`src/ffba_pkg.sv`:
```
// Types and constants shared by the first-fit allocator modules.
`timescale 1ns / 1ps
package ffba_pkg;

    localparam int unsigned HDR_W  = 7;
    localparam int unsigned LEN_W  = 16;
    localparam int unsigned ADDR_W = 16;
    localparam int unsigned TOP_W  = 17;
    localparam int unsigned SUM_W  = 18;

    // Result status codes
    localparam logic [1:0] ST_DONE    = 2'd0;
    localparam logic [1:0] ST_IGNORED = 2'd1;
    localparam logic [1:0] ST_OOM     = 2'd2;
    localparam logic [1:0] ST_UNKNOWN = 2'd3;

    // Request modes
    localparam logic MODE_ALLOC = 1'b0;
    localparam logic MODE_FREE  = 1'b1;

    typedef struct packed {
        logic              mode;
        logic [LEN_W-1:0]  request_bytes;
        logic [ADDR_W-1:0] data_address;
    } t_req_word;

    typedef struct packed {
        logic [ADDR_W-1:0] result_address;
        logic [1:0]        status;
    } t_res_word;

    // Datapath operations issued by the controller
    typedef enum logic [3:0] {
        OP_NONE,
        OP_LOAD,
        OP_ADVANCE,
        OP_SPLIT_NEW,
        OP_SPLIT_CUR,
        OP_ALLOC_CUR,
        OP_APPEND,
        OP_LINK,
        OP_FREE_CUR,
        OP_MERGE
    } t_dp_op;

    typedef struct packed {
        t_dp_op     op;
        logic       res_we;
        logic [1:0] res_status;
    } t_dp_cmd;

    typedef struct packed {
        logic is_free;
        logic ignore;
        logic empty;
        logic fit;
        logic split_ok;
        logic last;
        logic append_ok;
        logic match;
        logic nx_free;
    } t_dp_stat;

endpackage

```
`src/ffba_ctrl.sv`:
```
// Sequencing state machine of the first-fit allocator.
`timescale 1ns / 1ps
module ffba_ctrl
    import ffba_pkg::*;
(
    input  logic     i_clk,
    input  logic     i_rst_n,
    input  logic     start,
    output logic     busy,
    output logic     o_strobe,
    input  t_dp_stat i_stat,
    output t_dp_cmd  o_cmd
);

    typedef enum logic [7:0] {
        S_IDLE   = 8'b0000_0001,
        S_DECIDE = 8'b0000_0010,
        S_CHECK  = 8'b0000_0100,
        S_SPLIT  = 8'b0000_1000,
        S_APPEND = 8'b0001_0000,
        S_LINK   = 8'b0010_0000,
        S_MERGE  = 8'b0100_0000,
        S_RESP   = 8'b1000_0000
    } t_state;

    t_state r_state, n_state;

    // State register
    always_ff @(posedge i_clk) begin
        if (!i_rst_n) begin
            r_state <= S_IDLE;
        end else begin
            r_state <= n_state;
        end
    end

    // Next state and datapath commands
    always_comb begin
        n_state          = r_state;
        o_cmd.op         = OP_NONE;
        o_cmd.res_we     = 1'b0;
        o_cmd.res_status = ST_DONE;
        case (r_state)
            S_IDLE: begin
                if (start) begin
                    o_cmd.op = OP_LOAD;
                    n_state  = S_DECIDE;
                end
            end
            S_DECIDE: begin
                if (i_stat.ignore) begin
                    o_cmd.res_we     = 1'b1;
                    o_cmd.res_status = ST_IGNORED;
                    n_state          = S_RESP;
                end else if (i_stat.empty) begin
                    if (i_stat.is_free) begin
                        o_cmd.res_we     = 1'b1;
                        o_cmd.res_status = ST_UNKNOWN;
                        n_state          = S_RESP;
                    end else begin
                        n_state = S_APPEND;
                    end
                end else begin
                    n_state = S_CHECK;
                end
            end
            S_CHECK: begin
                if (!i_stat.is_free) begin
                    if (i_stat.fit) begin
                        if (i_stat.split_ok) begin
                            o_cmd.op = OP_SPLIT_NEW;
                            n_state  = S_SPLIT;
                        end else begin
                            o_cmd.op     = OP_ALLOC_CUR;
                            o_cmd.res_we = 1'b1;
                            n_state      = S_RESP;
                        end
                    end else if (i_stat.last) begin
                        n_state = S_APPEND;
                    end else begin
                        o_cmd.op = OP_ADVANCE;
                    end
                end else begin
                    if (i_stat.match) begin
                        o_cmd.op = OP_FREE_CUR;
                        if (i_stat.last) begin
                            o_cmd.res_we = 1'b1;
                            n_state      = S_RESP;
                        end else begin
                            n_state = S_MERGE;
                        end
                    end else if (i_stat.last) begin
                        o_cmd.res_we     = 1'b1;
                        o_cmd.res_status = ST_UNKNOWN;
                        n_state          = S_RESP;
                    end else begin
                        o_cmd.op = OP_ADVANCE;
                    end
                end
            end
            S_SPLIT: begin
                o_cmd.op     = OP_SPLIT_CUR;
                o_cmd.res_we = 1'b1;
                n_state      = S_RESP;
            end
            S_APPEND: begin
                if (i_stat.append_ok) begin
                    o_cmd.op = OP_APPEND;
                    if (i_stat.empty) begin
                        o_cmd.res_we = 1'b1;
                        n_state      = S_RESP;
                    end else begin
                        n_state = S_LINK;
                    end
                end else begin
                    o_cmd.res_we     = 1'b1;
                    o_cmd.res_status = ST_OOM;
                    n_state          = S_RESP;
                end
            end
            S_LINK: begin
                o_cmd.op     = OP_LINK;
                o_cmd.res_we = 1'b1;
                n_state      = S_RESP;
            end
            S_MERGE: begin
                if (i_stat.nx_free) begin
                    o_cmd.op = OP_MERGE;
                end
                o_cmd.res_we = 1'b1;
                n_state      = S_RESP;
            end
            S_RESP: begin
                n_state = S_IDLE;
            end
            default: begin
                n_state = S_IDLE;
            end
        endcase
    end

    assign busy     = (r_state != S_IDLE);
    assign o_strobe = (r_state == S_RESP);

endmodule

```
`src/ffba_dpath.sv`:
```
// Block table, list registers and arithmetic of the first-fit allocator.
`timescale 1ns / 1ps
module ffba_dpath
    import ffba_pkg::*;
#(
    parameter int unsigned BLOCK_SLOTS = 32,
    parameter int unsigned ARENA_BYTES = 65536
) (
    input  logic             i_clk,
    input  logic             i_rst_n,
    input  logic             i_cfg_valid,
    input  logic [HDR_W-1:0] i_cfg_data,
    input  t_req_word        i_item,
    input  t_dp_cmd          i_cmd,
    output t_dp_stat         o_stat,
    output t_res_word        o_result
);

    localparam int unsigned IW = (BLOCK_SLOTS > 1) ? $clog2(BLOCK_SLOTS) : 1;

    // Block table, one array per field
    logic [ADDR_W-1:0] m_start [BLOCK_SLOTS];
    logic [LEN_W-1:0]  m_len   [BLOCK_SLOTS];
    logic              m_free  [BLOCK_SLOTS];
    logic [IW-1:0]     m_link  [BLOCK_SLOTS];

    logic [BLOCK_SLOTS-1:0] r_taken;
    logic [HDR_W-1:0]  r_hdr;
    logic [IW-1:0]     r_head, r_tail, r_cur, r_cnt, r_slot, r_aux, r_nx, r_spare;
    logic              r_empty, r_spare_ok;
    logic [TOP_W-1:0]  r_top;
    t_req_word         r_item;
    logic [LEN_W-1:0]  r_cur_len;
    logic [ADDR_W-1:0] r_grant, n_grant;
    t_res_word         r_res;

    logic [ADDR_W-1:0] r_rd_start;
    logic [LEN_W-1:0]  r_rd_len;
    logic              r_rd_free;
    logic [IW-1:0]     r_rd_link;
    logic [IW-1:0]     rd_addr;

    logic              w_en_start, w_en_len, w_en_free, w_en_link;
    logic [IW-1:0]     w_addr;
    logic [ADDR_W-1:0] w_start;
    logic [LEN_W-1:0]  w_len;
    logic              w_free;
    logic [IW-1:0]     w_link;

    logic [SUM_W-1:0]  data_sum, need_sum, split_start, top_need, merge_sum;
    logic [LEN_W-1:0]  merge_len;
    logic [IW-1:0]     spare_idx;
    logic              spare_any;

    // Header size register
    always_ff @(posedge i_clk) begin
        if (!i_rst_n) begin
            r_hdr <= HDR_W'(24);
        end else if (i_cfg_valid) begin
            r_hdr <= i_cfg_data;
        end
    end

    // Arithmetic on the entry under inspection
    assign data_sum    = SUM_W'(r_rd_start) + SUM_W'(r_hdr);
    assign need_sum    = SUM_W'(r_hdr) + SUM_W'(r_item.request_bytes);
    assign split_start = data_sum + SUM_W'(r_item.request_bytes);
    assign top_need    = SUM_W'(r_top) + need_sum;
    assign merge_sum   = SUM_W'(r_cur_len) + SUM_W'(r_hdr) + SUM_W'(r_rd_len);
    assign merge_len   = (merge_sum > SUM_W'(16'hFFFF)) ? 16'hFFFF : merge_sum[LEN_W-1:0];

    // Status to the controller
    always_comb begin
        o_stat.is_free   = (r_item.mode == MODE_FREE);
        o_stat.ignore    = (r_item.mode == MODE_FREE) ? (r_item.data_address == '0)
                                                      : (r_item.request_bytes == '0);
        o_stat.empty     = r_empty;
        o_stat.fit       = r_rd_free && (r_rd_len >= r_item.request_bytes);
        o_stat.split_ok  = (SUM_W'(r_rd_len) >= need_sum) && r_spare_ok
                           && (split_start < SUM_W'(ARENA_BYTES));
        o_stat.last      = (r_cur == r_tail) || (r_cnt == IW'(BLOCK_SLOTS - 1));
        o_stat.append_ok = r_spare_ok && (top_need <= SUM_W'(ARENA_BYTES));
        o_stat.match     = (data_sum == SUM_W'(r_item.data_address));
        o_stat.nx_free   = r_rd_free;
    end

    // Lowest spare slot, registered
    always_comb begin
        spare_idx = '0;
        spare_any = 1'b0;
        for (int i = BLOCK_SLOTS - 1; i >= 0; i--) begin
            if (!r_taken[i]) begin
                spare_idx = IW'(i);
                spare_any = 1'b1;
            end
        end
    end

    always_ff @(posedge i_clk) begin
        r_spare    <= spare_idx;
        r_spare_ok <= spare_any;
    end

    // Table write port
    always_comb begin
        w_en_start = 1'b0;
        w_en_len   = 1'b0;
        w_en_free  = 1'b0;
        w_en_link  = 1'b0;
        w_addr     = r_cur;
        w_start    = split_start[ADDR_W-1:0];
        w_len      = r_rd_len - r_item.request_bytes - LEN_W'(r_hdr);
        w_free     = 1'b1;
        w_link     = r_rd_link;
        n_grant    = r_grant;
        case (i_cmd.op)
            OP_SPLIT_NEW: begin
                w_addr     = r_spare;
                w_en_start = 1'b1;
                w_en_len   = 1'b1;
                w_en_free  = 1'b1;
                w_en_link  = 1'b1;
                n_grant    = data_sum[ADDR_W-1:0];
            end
            OP_SPLIT_CUR: begin
                w_en_len  = 1'b1;
                w_en_free = 1'b1;
                w_en_link = 1'b1;
                w_len     = r_item.request_bytes;
                w_free    = 1'b0;
                w_link    = r_slot;
            end
            OP_ALLOC_CUR: begin
                w_en_free = 1'b1;
                w_free    = 1'b0;
                n_grant   = data_sum[ADDR_W-1:0];
            end
            OP_APPEND: begin
                w_addr     = r_spare;
                w_en_start = 1'b1;
                w_en_len   = 1'b1;
                w_en_free  = 1'b1;
                w_en_link  = 1'b1;
                w_start    = r_top[ADDR_W-1:0];
                w_len      = r_item.request_bytes;
                w_free     = 1'b0;
                w_link     = '0;
                n_grant    = r_top[ADDR_W-1:0] + ADDR_W'(r_hdr);
            end
            OP_LINK: begin
                w_addr    = r_aux;
                w_en_link = 1'b1;
                w_link    = r_slot;
            end
            OP_FREE_CUR: begin
                w_en_free = 1'b1;
            end
            OP_MERGE: begin
                w_en_len  = 1'b1;
                w_en_link = 1'b1;
                w_len     = merge_len;
            end
            default: begin
            end
        endcase
    end

    always_ff @(posedge i_clk) begin
        if (w_en_start) m_start[w_addr] <= w_start;
        if (w_en_len)   m_len[w_addr]   <= w_len;
        if (w_en_free)  m_free[w_addr]  <= w_free;
        if (w_en_link)  m_link[w_addr]  <= w_link;
    end

    // Table read port: address is the entry to inspect next cycle
    assign rd_addr = (i_cmd.op == OP_ADVANCE || i_cmd.op == OP_FREE_CUR) ? r_rd_link
                                                                         : r_cur;

    always_ff @(posedge i_clk) begin
        r_rd_start <= m_start[rd_addr];
        r_rd_len   <= m_len[rd_addr];
        r_rd_free  <= m_free[rd_addr];
        r_rd_link  <= m_link[rd_addr];
    end

    // Walk and scratch registers
    always_ff @(posedge i_clk) begin
        r_grant <= n_grant;
        case (i_cmd.op)
            OP_LOAD: begin
                r_item <= i_item;
                r_cur  <= r_head;
                r_cnt  <= '0;
            end
            OP_ADVANCE: begin
                r_cur <= r_rd_link;
                r_cnt <= r_cnt + IW'(1);
            end
            OP_SPLIT_NEW: begin
                r_slot <= r_spare;
            end
            OP_APPEND: begin
                r_slot <= r_spare;
                r_aux  <= r_tail;
            end
            OP_FREE_CUR: begin
                r_cur_len <= r_rd_len;
                r_nx      <= r_rd_link;
            end
            default: begin
            end
        endcase
    end

    // List state and slot occupancy
    always_ff @(posedge i_clk) begin
        if (!i_rst_n) begin
            r_taken <= '0;
            r_head  <= '0;
            r_tail  <= '0;
            r_empty <= 1'b1;
            r_top   <= '0;
        end else begin
            case (i_cmd.op)
                OP_SPLIT_NEW: begin
                    r_taken[r_spare] <= 1'b1;
                end
                OP_SPLIT_CUR: begin
                    if (r_tail == r_cur) r_tail <= r_slot;
                end
                OP_APPEND: begin
                    r_taken[r_spare] <= 1'b1;
                    r_top            <= top_need[TOP_W-1:0];
                    r_tail           <= r_spare;
                    if (r_empty) begin
                        r_head  <= r_spare;
                        r_empty <= 1'b0;
                    end
                end
                OP_MERGE: begin
                    r_taken[r_nx] <= 1'b0;
                    if (r_tail == r_nx) r_tail <= r_cur;
                end
                default: begin
                end
            endcase
        end
    end

    // Result register
    always_ff @(posedge i_clk) begin
        if (i_cmd.res_we) begin
            r_res.status         <= i_cmd.res_status;
            r_res.result_address <= (i_cmd.res_status == ST_DONE && r_item.mode == MODE_ALLOC)
                                    ? n_grant : '0;
        end
    end

    assign o_result = r_res;

endmodule

```
`src/first_fit_block_allocator_unit.sv`:
```
// Top level of the first-fit block allocator: controller plus datapath.
`timescale 1ns / 1ps
// First-fit allocator over a fixed arena. A request is taken when start is
// high and busy is low; one result word follows, shown for a single cycle
// with o_strobe, and the receiver cannot hold it off. A request walks at
// most BLOCK_SLOTS list entries, then may take split, append and link, or
// merge steps; the block table has one read and one write port, so the walk
// inspects one entry per cycle. Ignored requests go to the response without
// a walk. The header size is written through the configuration channel,
// which is always ready, and must only be changed while busy is low.
module first_fit_block_allocator_unit
    import ffba_pkg::*;
#(
    parameter int unsigned BLOCK_SLOTS = 32,
    parameter int unsigned ARENA_BYTES = 65536
) (
    input  logic             i_clk,
    input  logic             i_rst_n,
    input  logic             start,
    output logic             busy,
    input  t_req_word        i_item,
    output logic             o_strobe,
    output t_res_word        o_result,
    input  logic             i_cfg_valid,
    output logic             o_cfg_ready,
    input  logic [HDR_W-1:0] i_cfg_data
);

    t_dp_cmd  cmd;
    t_dp_stat stat;

    assign o_cfg_ready = 1'b1;

    ffba_ctrl u_ctrl (
        .i_clk    (i_clk),
        .i_rst_n  (i_rst_n),
        .start    (start),
        .busy     (busy),
        .o_strobe (o_strobe),
        .i_stat   (stat),
        .o_cmd    (cmd)
    );

    ffba_dpath #(
        .BLOCK_SLOTS (BLOCK_SLOTS),
        .ARENA_BYTES (ARENA_BYTES)
    ) u_dpath (
        .i_clk       (i_clk),
        .i_rst_n     (i_rst_n),
        .i_cfg_valid (i_cfg_valid),
        .i_cfg_data  (i_cfg_data),
        .i_item      (i_item),
        .i_cmd       (cmd),
        .o_stat      (stat),
        .o_result    (o_result)
    );

    // A strobe only ends a request in flight
    a_strobe_busy: assert property (@(posedge i_clk) disable iff (!i_rst_n)
        o_strobe |-> busy) else $error("strobe without request in flight");

    // Accepted request makes the block busy
    a_accept_busy: assert property (@(posedge i_clk) disable iff (!i_rst_n)
        (start && !busy) |=> busy) else $error("request not taken");

    // One strobe per request
    a_single_strobe: assert property (@(posedge i_clk) disable iff (!i_rst_n)
        o_strobe |=> !o_strobe) else $error("strobe held");

    // Failed requests carry a zero address
    a_fail_zero: assert property (@(posedge i_clk) disable iff (!i_rst_n)
        (o_strobe && o_result.status != ST_DONE) |-> (o_result.result_address == '0))
        else $error("address on failed request");

endmodule
```
`config.mk`:
```
export PLATFORM = sky130hd
export DESIGN_NAME = first_fit_block_allocator_unit
export DESIGN_NICKNAME = d
export VERILOG_FILES = /design/src/ffba_pkg.sv /design/src/ffba_ctrl.sv /design/src/ffba_dpath.sv /design/src/first_fit_block_allocator_unit.sv
export SDC_FILE = /design/constraint.sdc
export NUM_CORES = 2
export LEC_CHECK = 0
export ABC_AREA = 1
export BUFFER_PORTS_ARGS = -buffer_cell sky130_fd_sc_hd__buf_2
export CORE_ASPECT_RATIO = 2
export CORE_UTILIZATION = 57
export DETAILED_ROUTE_END_ITERATION = 8
export HOLD_SLACK_MARGIN = 0.1
export PLACE_DENSITY = 0.84
export REMOVE_ABC_BUFFERS = 1
export SLEW_MARGIN = 15
export SYNTH_ARGS = -nofsm -noshare
export SYNTH_HDL_FRONTEND = slang
export SYNTH_HIERARCHICAL = 1
export SYNTH_SLANG_ARGS = --single-unit
```
`constraint.sdc`:
```
create_clock -name i_clk -period 6.5 [get_ports i_clk]
set_input_delay 0 -clock i_clk [delete_from_list [all_inputs] [get_ports i_clk]]
set_output_delay 0 -clock i_clk [all_outputs]
set_load 0.005 [all_outputs]
```
==> impl_results.md, run 1 <==
- Top cell type by total area after synthesis: edfxtp_1
- Gate Count Post-Synth: 5250
- Outcome: did not finish
- CTS Root Cell: clkbuf_16
- FP Rows: 171
- Post-synthesis sequential area ratio: 67.36%
- DP HPWL: 137700 um
- Clock tree buffer depth: 3
- Synthesized area per cell: 11.87 um^2
- Synth top area cells: edfxtp_1, o21ai_0, nor2_1, dfxtp_1, o221ai_1
- Worst slack, placed: -930.5 ps
- Dominant synthesized flop cell: edfxtp_1
- Netlist Area Pre-Place: 0.06232 mm^2
- Clk sinks: 1443
- YS warnings: 6
- Synth cell types: 66
- Largest net degree at the start of global routing: 52
- H-Tree Depth: 3
- Worst End Pin Type: register input
- Stopped at: global routing
- IO Pins: 65
- GRT Total Usage: 61.95%
- Die height: 469.6 um
- Async SR Flop Fraction: 0%
- DP Area: 0.07032 mm^2
- Crit. endpoint post-GRT repair: u_dpath/r_rd_len[4]$_DFF_P_/D
- Initial Util: 57.45%
- Number of synthesized flops with an enable pin: 1308
- Gpl congestion: 1.063
- Seq cells post-synth: 1443
- IO buf count: 63
- CTS Buf Count: 112
- Overflow after GRT: 22
- Chip Width: 235.8 um
- Top-area cell type share of the netlist area: 63.02%
- Run Error: [ERROR GRT-0232] Routing congestion too high. Check the congestion heatmap in the GUI.
## per-stage QoR
stage | instances | utilization, % | setup TNS (ps)
floorplan | 4953 | - | -1420360
global placement | 7073 | 64.82 | -827910
detailed placement | 7073 | 64.82 | -855750
CTS | 7497 | 71.86 | -197.9
## per-layer routing
metal  GRT usage [%]  overflow
met4           60.98        10
met1           56.83         2
met2           80.22         9
met5           32.98         0
met3           49.46         1
## synthesized netlist by cell type (27+ instances only)
cell type	instances
o22ai_1	68
buf_2	70
a31oi_1	76
nand3_1	120
a21oi_1	135
a221oi_1	27
nor2_1	872
dfxtp_1	135
nand2_1	423
o211ai_1	67
ha_1	143
o21ai_0	712
xor2_1	54
inv_1	287
edfxtp_1	1308
clkbuf_1	213
o221ai_1	256
## what timing repair did
item / CTS
cloned: 20
setup buffers: 100
gates resized for setup: 364
endpoints found under the setup margin: 1592
hold buffers: 94
pin swaps: 116
hold endpoints to repair: 59
## kinds of logic after synthesis
kind of cell    Yosys count  share of synthesized area [%]
mux                       1                        0.01606
simple gates           1519                          9.871
fa+ha+maj               163                          3.513
flops                  1443                          67.36
xor+xnor                 73                          1.026
compound gates         1445                          14.32
buf+inv                 605                          3.893
other cells               1                       0.006017
==> inputs of run 2 (changes only) <==
CORE_ASPECT_RATIO = default   (was 2)
CORE_UTILIZATION = 40   (was 57)
HOLD_SLACK_MARGIN = default   (was 0.1)
PLACE_DENSITY = default   (was 0.84)
PLACE_DENSITY_LB_ADDON = 0.15   (was default)
clock period = 8.45 ns   (was 6.5 ns; I/O delays follow)
==> run 2 against run 1 <==
  * The flow now finishes, with violations (DRC)
  * Synthesized cell count unchanged
  * Area after synthesis unchanged
==> impl_results.md, run 2 <==
- Util after Layout: 46.72%
- GRT Total Usage: 23.85%
- IO Pins: 65
- Worst setup margin: 594.9 ps
- Nets@finish: 5682
- Minimum clock period: 7855 ps
- Via density per instance: 5.687
- CTS Buf Count: 154
- Fill cell count: 13940
- Most frequent cells in the layout: edfxtp_1, nor2_1, o21ai_0
- Failing checks: DRC
- Sequential standard cell area: 0.04198 mm^2
- Vias in the first global route: 41510
- Die height: 396.7 um
- Number of synthesized flops with an enable pin: 1308
- Top-area cell type share of the netlist area: 63.02%
- DR vias: 43450
- Final Hold Viols: 0
- List of most frequent post-synthesis cells: edfxtp_1, nor2_1, o21ai_0, nand2_1, inv_1
- Critical path class: reg -> reg
- Fraction of layout cells with a size suffix above 1: 11.67%
- Int Pwr: 0.01629 W
- First-pass iteration count of the detailed router: 9
- End of the worst hold path: u_dpath/r_hdr[3]
- Power share of the sequential group: 42.9%
- Gate Count Post-Synth: 5250
- CTS Root Cell: clkbuf_16
- Overflow after GRT: 0
- Synthesized area per cell: 11.87 um^2
- P_leak: 24.63 nW
- F_max: 127.3 MHz
- IO buf count: 63
- Routed wire length per instance: 24.82 um
- Slowest stage delay, CP: 490 ps
- Residual DRC: 24
- Worst Path Arrival: 8490 ps
- RR Startpoint: u_dpath/r_hdr[2]
- Core area: 0.1544 mm^2
- H-Tree Depth: 4
- DP Area: 0.06611 mm^2
- Top cell type by total area after synthesis: edfxtp_1
- Clk Latency, worst-skew pair: 800 ps
- Slew @ Worst Pin: 1204 ps
- Cell count of the worst reg-to-reg path: 36
- Synth cell types: 66
- Crit path max-delay family: simple AND/OR/NAND/NOR gates
- Post-synthesis sequential area ratio: 67.36%
- RSZ-0062 raised after global routing: yes
- Chip Width: 396.7 um
- Crit-path most repeated cell: nand2_1
- Comb pwr share: 30.3%
- Setup Viol. Count Final: 0
- FP Rows: 144
- Max Slew Vio Count: 0
- CP endpoint kind: flip-flop
- Most common cell after layout, fill and taps aside: edfxtp_1
- Net Sw Power: 0.008873 W
- Sw Share: 35.27%
- First-pass GRT wire length: 280100 um
- Dominant synthesized flop cell: edfxtp_1
- Seq cells post-synth: 1443
- Final instance area: 0.07214 mm^2
- Gpl congestion: 0.8895
- DP HPWL: 117800 um
- Antenna Nets Post-Route: 0
- Minimum hold slack: 116.3 ps
- Netlist Area Pre-Place: 0.06232 mm^2
- Kind of start point of the critical path: flip-flop
- Final worst path period share: 92.96%
- Most common cell in the netlist: edfxtp_1
- Clk sinks: 1443
- Clock tree buffer depth: 3
- FF-to-FF End: u_dpath/r_rd_start[4]
- Pwr dens: 348.8 mW/mm^2
- Largest net degree at the start of global routing: 153
- CTS clk-pin slew, worst paths: 60 ps
- Outcome: finished with violations
- Area delta synth->final: 15.75%
- Worst slack, placed: 336.4 ps
- Initial Util: 40.36%
- Worst-path fanout max: 123
- Clk network pwr share: 26.8%
- R2r setup slk: 590 ps
- Largest regs: u_dpath/m_len x512, u_dpath/m_start x512, u_dpath/m_link x160
- Initial DRC Count: 4437
- Max-slew headroom: 19.52%
- Synth top area cells: edfxtp_1, o21ai_0, nor2_1, dfxtp_1, o221ai_1
- Max-Cap Viols: 0
- Async SR Flop Fraction: 0%
- Multi-input logic area: 0.01829 mm^2
- Hold WC Path Type: in -> reg
- Worst Skew: 33.55 ps
- CTS tree: yes
- Hold path cells: 3
- Initial antenna violation count: 8
- Worst VDD drop: 0.3616 mV
- Total Wirelength: 189700 um
- HP Start: i_cfg_valid
- ANT cells: 0
- YS warnings: 6
- Die area: 0.1574 mm^2
- Worst Path Required: 9090 ps
- Buf/Inv on CP: 6
- Slowest-stage cell, CP: dfxtp_1
==> run 2: cell families after synthesis <==
kind of cell	Yosys count	share of synthesized area (%)
AOI/OAI and AO/OA	1445	14.32
DFF	1443	67.36
other	1	0.006017
buffers and inverters	605	3.893
adders and majority gates	163	3.513
muxes	1	0.01606
xor gates and xnor gates	73	1.026
and+or+nand+nor	1519	9.871
==> run 2: worst min-delay path, cell delays in order <==
cell	delay (ps)
buf_2	180
o21ai_0	110
dlygate4sd3_1	550
==> run 2: area by class of cell <==
class                           count  area share, %
Inverter                          308          1.682
Clock buffer                      211          5.954
Multi-Input combinational cell   3202          25.36
Tap cell                         2044          3.545
Clock inverter                     66         0.9626
Timing Repair Buffer              366          4.305
Sequential cell                  1443          58.19
==> run 2: worst max path at each step <==
stage / endpoint / cells after the start / from
after floorplan: u_dpath/r_rd_start[14] / 32 / u_dpath/r_item[17]
after global placement: u_dpath/r_rd_start[3] / 34 / u_dpath/r_hdr[2]
after detailed placement: u_dpath/r_rd_start[3] / 34 / u_dpath/r_hdr[2]
after CTS: u_dpath/r_rd_start[3] / 34 / u_dpath/r_hdr[2]
after global routing: u_dpath/r_rd_start[4] / 36 / u_dpath/r_hdr[2]
final: u_dpath/r_rd_start[4] / 36 / u_dpath/r_hdr[2]
==> run 2: per-layer routing <==
layer  part of all wire [%]  track usage (%)
met1                     46            34.74
met2                     45            36.84
met3                    6.6            3.506
met4                    2.5            6.998
met5                  0.025                0
==> run 2: metrics by stage <==
step	setup TNS, ps	power, W	cells
floorplan	-504530	0.01498	4953
global placement	0	0.01838	7268
detailed placement	0	0.01844	7268
CTS	0	0.02521	7635
global route	-3.242	0.02623	7640
finish	0	0.02516	7640
==> run 2: what timing repair did <==
| action | 4_1_cts | 5_1_grt |
|---|---|---|
| hold endpoints to repair | 59 | 0 |
| hold buffers | 90 | 0 |
| setup buffers | 0 | 3 |
| setup endpoints to repair | 0 | 741 |
| gates resized for setup | 0 | 19 |
==> run 2: power groups by stage <==
stage | Combinational, W | Clock [W] | Sequential, W
2_1_floorplan | 0.00410 | 0 | 0.0109
3_3_place_gp | 0.00745 | 0 | 0.0109
3_5_place_dp | 0.00751 | 0 | 0.0109
4_1_cts | 0.00757 | 0.00686 | 0.0108
5_1_grt | 0.00832 | 0.00712 | 0.0108
6_report | 0.00763 | 0.00673 | 0.0108
Power figures use the tool's default switching activity.
